$ cat src/hdl/usv_pkg.sv
// Shared types, constants and rounding helpers for the UV sphere vertex generator.
`timescale 1ns / 1ps
`default_nettype none

package usv_pkg;

    // Field and register widths.
    localparam int CNT_W = 11;
    localparam int IDX_W = 11;
    localparam int RAD_W = 16;
    localparam int VNUM_W = 21;
    localparam int TEX_W = 17;
    localparam int POS_W = 17;
    localparam int NRM_W = 16;
    localparam int CFG_IDX_W = 2;
    localparam int CFG_DATA_W = 16;

    // Parameter defaults.
    localparam int MAX_SEGMENTS_DEF = 1024;
    localparam int MAX_RINGS_DEF = 1024;

    // Register reset values.
    localparam logic [RAD_W-1:0] RADIUS_RST = 16'd256;
    localparam logic [CNT_W-1:0] SEGMENTS_RST = 11'd16;
    localparam logic [CNT_W-1:0] RINGS_RST = 11'd16;

    // Configuration register indexes.
    typedef enum logic [CFG_IDX_W-1:0] {
        CFG_RADIUS   = 2'd0,
        CFG_SEGMENTS = 2'd1,
        CFG_RINGS    = 2'd2
    } cfg_reg_t;

    // Pipeline latencies.
    localparam int DIV_LAT = 32;
    localparam int CORDIC_STEPS = 30;
    localparam int CORDIC_LAT = CORDIC_STEPS + 1;

    // CORDIC start vector (gain-compensated 1.0 in Q2.30) and arctangent table in turn units.
    localparam logic signed [31:0] CORDIC_GAIN = 32'sd652032874;
    localparam logic signed [31:0] ATAN_TURN [0:CORDIC_STEPS-1] = '{
        32'sd536870912, 32'sd316933406, 32'sd167458907, 32'sd85004756, 32'sd42667331,
        32'sd21354465, 32'sd10679838, 32'sd5340245, 32'sd2670163, 32'sd1335087,
        32'sd667544, 32'sd333772, 32'sd166886, 32'sd83443, 32'sd41722,
        32'sd20861, 32'sd10430, 32'sd5215, 32'sd2608, 32'sd1304,
        32'sd652, 32'sd326, 32'sd163, 32'sd81, 32'sd41,
        32'sd20, 32'sd10, 32'sd5, 32'sd3, 32'sd1
    };

    // Grid indexes that travel beside the math.
    typedef struct packed {
        logic [VNUM_W-1:0] vnum;
        logic [VNUM_W-1:0] lower;
        logic              quad;
    } side_t;

    // Texture coordinates that travel beside the CORDIC.
    typedef struct packed {
        logic [TEX_W-1:0] u;
        logic [TEX_W-1:0] v;
    } tex_t;

    // Q30 to Q8.8 position: round(radius*n / 2^30), clamped to +-65535.
    function automatic logic signed [POS_W-1:0] pos_round(
        input logic [RAD_W-1:0] rad,
        input logic signed [31:0] n
    );
        logic signed [16:0] rad_s;
        logic signed [48:0] prod;
        logic signed [48:0] sh;
        rad_s = $signed({1'b0, rad});
        prod = rad_s * n;
        sh = (prod + 49'sd536870912) >>> 30;
        if (sh > 49'sd65535)
            return 17'sd65535;
        else if (sh < -49'sd65535)
            return -17'sd65535;
        else
            return sh[POS_W-1:0];
    endfunction

    // Q30 to Q1.14 normal: round(n / 2^16), clamped to +-16384.
    function automatic logic signed [NRM_W-1:0] nrm_round(input logic signed [31:0] n);
        logic signed [32:0] w;
        w = ($signed({n[31], n}) + 33'sd32768) >>> 16;
        if (w > 33'sd16384)
            return 16'sd16384;
        else if (w < -33'sd16384)
            return -16'sd16384;
        else
            return w[NRM_W-1:0];
    endfunction

endpackage

`default_nettype wire

$ cat src/hdl/usv_divider.sv
// Pipelined restoring divider: one quotient bit per stage, remainder kept below the divisor.
`timescale 1ns / 1ps
`default_nettype none

module usv_divider #(
    parameter int QBITS = 32,
    parameter int LAT = 32
) (
    input  wire logic                     clk,
    input  wire logic                     en,
    input  wire logic [usv_pkg::CNT_W-1:0] rem_in,
    input  wire logic                     quo_hi,
    input  wire logic [QBITS-1:0]         addend,
    input  wire logic [usv_pkg::CNT_W-1:0] divisor,
    output logic      [QBITS:0]           quo
);
    import usv_pkg::*;

    logic [CNT_W-1:0] rem_s [0:LAT];
    logic [QBITS:0]   quo_s [0:LAT];

    assign rem_s[0] = rem_in;
    assign quo_s[0] = {{QBITS{1'b0}}, quo_hi};

    // One stage per quotient bit; stages past the quotient width only align latency.
    for (genvar k = 0; k < LAT; k++) begin : g_stage
        logic [CNT_W-1:0] rem_next;
        logic [QBITS:0]   quo_next;

        if (k < QBITS) begin : g_step
            logic [CNT_W:0] trial;
            logic           ge;
            always_comb
            begin
                trial = {rem_s[k], addend[QBITS-1-k]};
                ge = (trial >= {1'b0, divisor});
                rem_next = ge ? CNT_W'(trial - {1'b0, divisor}) : trial[CNT_W-1:0];
                quo_next = {quo_s[k][QBITS-1:0], ge};
            end
        end else begin : g_pass
            always_comb
            begin
                rem_next = rem_s[k];
                quo_next = quo_s[k];
            end
        end

        // Stage register.
        always_ff @(posedge clk)
        begin
            if (en)
            begin
                rem_s[k+1] <= rem_next;
                quo_s[k+1] <= quo_next;
            end
        end
    end

    assign quo = quo_s[LAT];

endmodule

`default_nettype wire

$ cat config.mk
export PLATFORM = sky130hd
export DESIGN_NAME = usv_divider
export DESIGN_NICKNAME = d
export VERILOG_FILES = /design/src/hdl/usv_pkg.sv /design/src/hdl/usv_divider.sv
export SDC_FILE = /design/constraint.sdc
export NUM_CORES = 2
export LEC_CHECK = 0
export BUFFER_PORTS_ARGS = -buffer_cell sky130_fd_sc_hd__buf_4
export CORE_MARGIN = 2
export CORE_UTILIZATION = 25
export DETAILED_ROUTE_END_ITERATION = 6
export PLACE_DENSITY = 0.5
export SLEW_MARGIN = 20
export SYNTH_ARGS = -nofsm -noshare
export SYNTH_HDL_FRONTEND = slang
export SYNTH_SLANG_ARGS = --single-unit
$ cat constraint.sdc
create_clock -name clk -period 7.75 [get_ports clk]
set_clock_uncertainty 0.15 [all_clocks]
set_input_delay 0.3875 -clock clk [delete_from_list [all_inputs] [get_ports clk]]
set_output_delay 0.3875 -clock clk [all_outputs]
set_load 0.05 [all_outputs]
==> summary.txt <==
DP Wirelength: 61000 um
Most common cell in the netlist: edfxtp_1
Final cycle utilization of the critical path: 44.3%
Die ar.: 0.190 sq mm
Final setup viols: 0
Max_cap viols: 0
FMAX: 291 MHz
Residual DRC count: 0
Async set-reset flop share out of synthesis: 0%
Global Route Usage Sum: 10.1%
Worst endpoint data arrival time: 3.73 ns
TritonRoute pass-1 iters: 5
Post-layout nets: 4088
R2R Path End: g_stage[10].g_step.trial[11]
Die height: 436 um
Worst-path clk slew: 0.06 ns
Final Hold Vio Count: 0
Total negative slack: 0 ns
Startpoint Class: input pin
Hold WC Path Type: flop to flop
Max Root-Sink Buffers: 3
Slew @ Worst Pin: 1.08 ns
Hold Startpoint: g_stage[12].quo_next[10]
Critical path, cell by cell: dlygate4sd3_1 -> buf_4 -> inv_1 -> ha_1 -> fa_1 -> nor2b_1 -> o21ai_1 -> nand2b_1 -> a41o_1 -> a21oi_1 -> o31ai_2 -> mux2_2
First-pass GRT wire length: 154000 um
Initial core utilization: 25.1%
Num CTS Buffers: 105
WL/cell: 15.6 um
CP max stage cell: o31ai_2
RePlAce Congestion: 0.802
Synth cell count leaders: 901 x edfxtp_1, 352 x ha_1, 263 x a21oi_1, 219 x nand2_1, 172 x nor2_1
P per Cell Area: 392 mW/mm^2
Antenna violations before repair: 3
Syn avg cell area: 13.6 sq um
Worst path required time: 8.05 ns
Clk_lat worst skew: 0.72 ns
FF-to-FF path depth: 10
Pleak: 0.0203 uW
Postcts setup bufs: 0
Number of flops mapped to enable cells by yosys: 901
Vias in the first global route: 27500
Remaining antenna violation count: 0
Placed cells: 5977
CP Capture Type: flop
Port Buffer Count: 89
Worst reg2reg setup slack: 4.53 ns
Top-area cell type share of the netlist area: 58.0%
Via count: 27400
Yosys top cell by area: edfxtp_1
CP Max Fanout: 12
Largest net degree at the start of global routing: 165
Pins Over Slew Limit: 0
Worst path max stage delay: 0.89 ns
Seq/Total Area, Yosys: 58.0%
Routed WL: 97100 um
Synth top area cells: edfxtp_1 58%, ha_1 9.4%, mux2_1 3.7%
Clk root buf: clkbuf_16
Initial DRC count: 1495
Synth warn: 0
Syn Inst Count: 3422
H-tree Lvls: 3
Worst vdd ir: 0.200 mV
Vias per cell: 4.40
CTS Sinks: 901
Core Rows: 158
Max_slew headroom: 27.8%
Syn Nets: 3862
Final min period: 3.44 ns
WHS Endpoint: g_stage[13].quo_next[11]
Reg2reg start: g_stage[9].g_step.trial[1]
Top_reg_cell synth: edfxtp_1
CTS tree: yes
Area grow syn2layout: 16.5%
I/O Pins: 90
Hold Crit Depth: 0
Crit path kind: input pin to flop
Yosys reg bits: 901
RSZ-0062 raised after global routing: false
Synth Cell Area: 0.0466 sq mm
Outcome: complete, no violations
Die W: 436 um
Unique cell type count in the Yosys netlist: 66
Overall overflow remaining after global route: 0
Share of cells above drive strength 1: 11.7%
WHS: 0.249 ns
Core Area: 0.185 sq mm
Final cell count without fillers: 6214
registers in the layout (all words and copies together) (netlist names):
| signal | count |
|---|---|
| g_stage.quo_next | 527 |
| g_stage.g_step.trial | 341 |
| quo | 33 |
through the flow:
stage | setup WS [ns] | cell area, sq um | total power, uW | utilization [%]
after global placement | 3.66 | 50300 | 16200 | 27.1
after floorplan | 4.64 | 46600 | 14500 | -
after CTS | 4.35 | 54200 | 21600 | 29.2
final | 4.31 | 54300 | 21300 | 29.3
after global routing | 4.15 | 54300 | 22900 | 29.3
after detailed placement | 3.75 | 50300 | 16300 | 27.1
cells by family after synthesis:
kind of cell             after synthesis  share of synthesized area (%)
flip-flops                           901                           58.0
AO/OA/AOI/OAI                        770                           10.6
AND/OR/NAND/NOR                      653                           6.69
adder cells (fa/ha/maj)              383                           10.8
multiplexers                         334                           8.29
XOR/XNOR                             203                           3.81
buffers and inverters                178                           1.83
critical path: cells and delay by family:
family / cells / cell delay (ns)
buffers and inverters: 3 / 0.78
multiplexers: 1 / 0.42
adder cells (fa/ha/maj): 2 / 0.64
AO/OA/AOI/OAI: 4 / 1.20
AND/OR/NAND/NOR: 2 / 0.30
routing by layer:
metal	up-vias	routed length, um	track usage, %
met5	-	0	0
met4	0	2320	3.44
met3	142	3490	1.66
met2	408	46500	17.2
met1	13100	44800	13.1
li1	13700	-	-
report_power, final:
group          total (uW)  internal, uW  switching [uW]  leakage, uW
Combinational        8530          4150            4390      0.00981
Sequential           7720          7130             598      0.00877
Clock                5010          2920            2090      0.00169
timing repair:
action	in CTS	in global routing
hold endpoints to repair	46	0
hold buffers	44	0
gates resized for setup	0	0
final cells by class:
type / count / area [sq um]
clock inverters: 68 / 751
multi-input cells: 2343 / 18800
repair buffers: 157 / 1350
well taps: 2480 / 3100
clock buffers: 123 / 2720
diodes: 2 / 5.00
flip-flops and latches: 901 / 27100
inverters: 140 / 528
fillers: 18700 / 131000
placed cells by master, fill, tap and decap left out, types with 30 or more instances in the layout:
cell type	instances
nor2b_1	54
o211ai_1	49
xnor2_1	165
nand2b_1	34
dlygate4sd3_1	44
nor2_1	172
buf_4	108
nand3b_1	35
a21o_1	62
mux2_4	49
fa_1	31
a21oi_1	263
edfxtp_1	901
nand3_1	36
ha_1	352
mux2_1	153
inv_1	129
clkbuf_16	106
a41o_1	30
mux2i_1	65
o21ai_0	158
xor2_1	38
mux2_2	67
nand2_1	219
worst max path at each step:
stage	slack, ns	endpoint	start
2_1_floorplan	4.64	g_stage[19].g_step.trial[10]	divisor[2]
3_3_place_gp	3.66	g_stage[2].g_step.trial[11]	divisor[1]
3_5_place_dp	3.75	g_stage[13].g_step.trial[3]	divisor[7]
4_1_cts	4.35	g_stage[11].g_step.trial[3]	addend[21]
5_1_grt	4.15	g_stage[4].g_step.trial[3]	addend[28]
6_report	4.31	g_stage[4].g_step.trial[3]	addend[28]
Power figures use the tool's default switching activity.
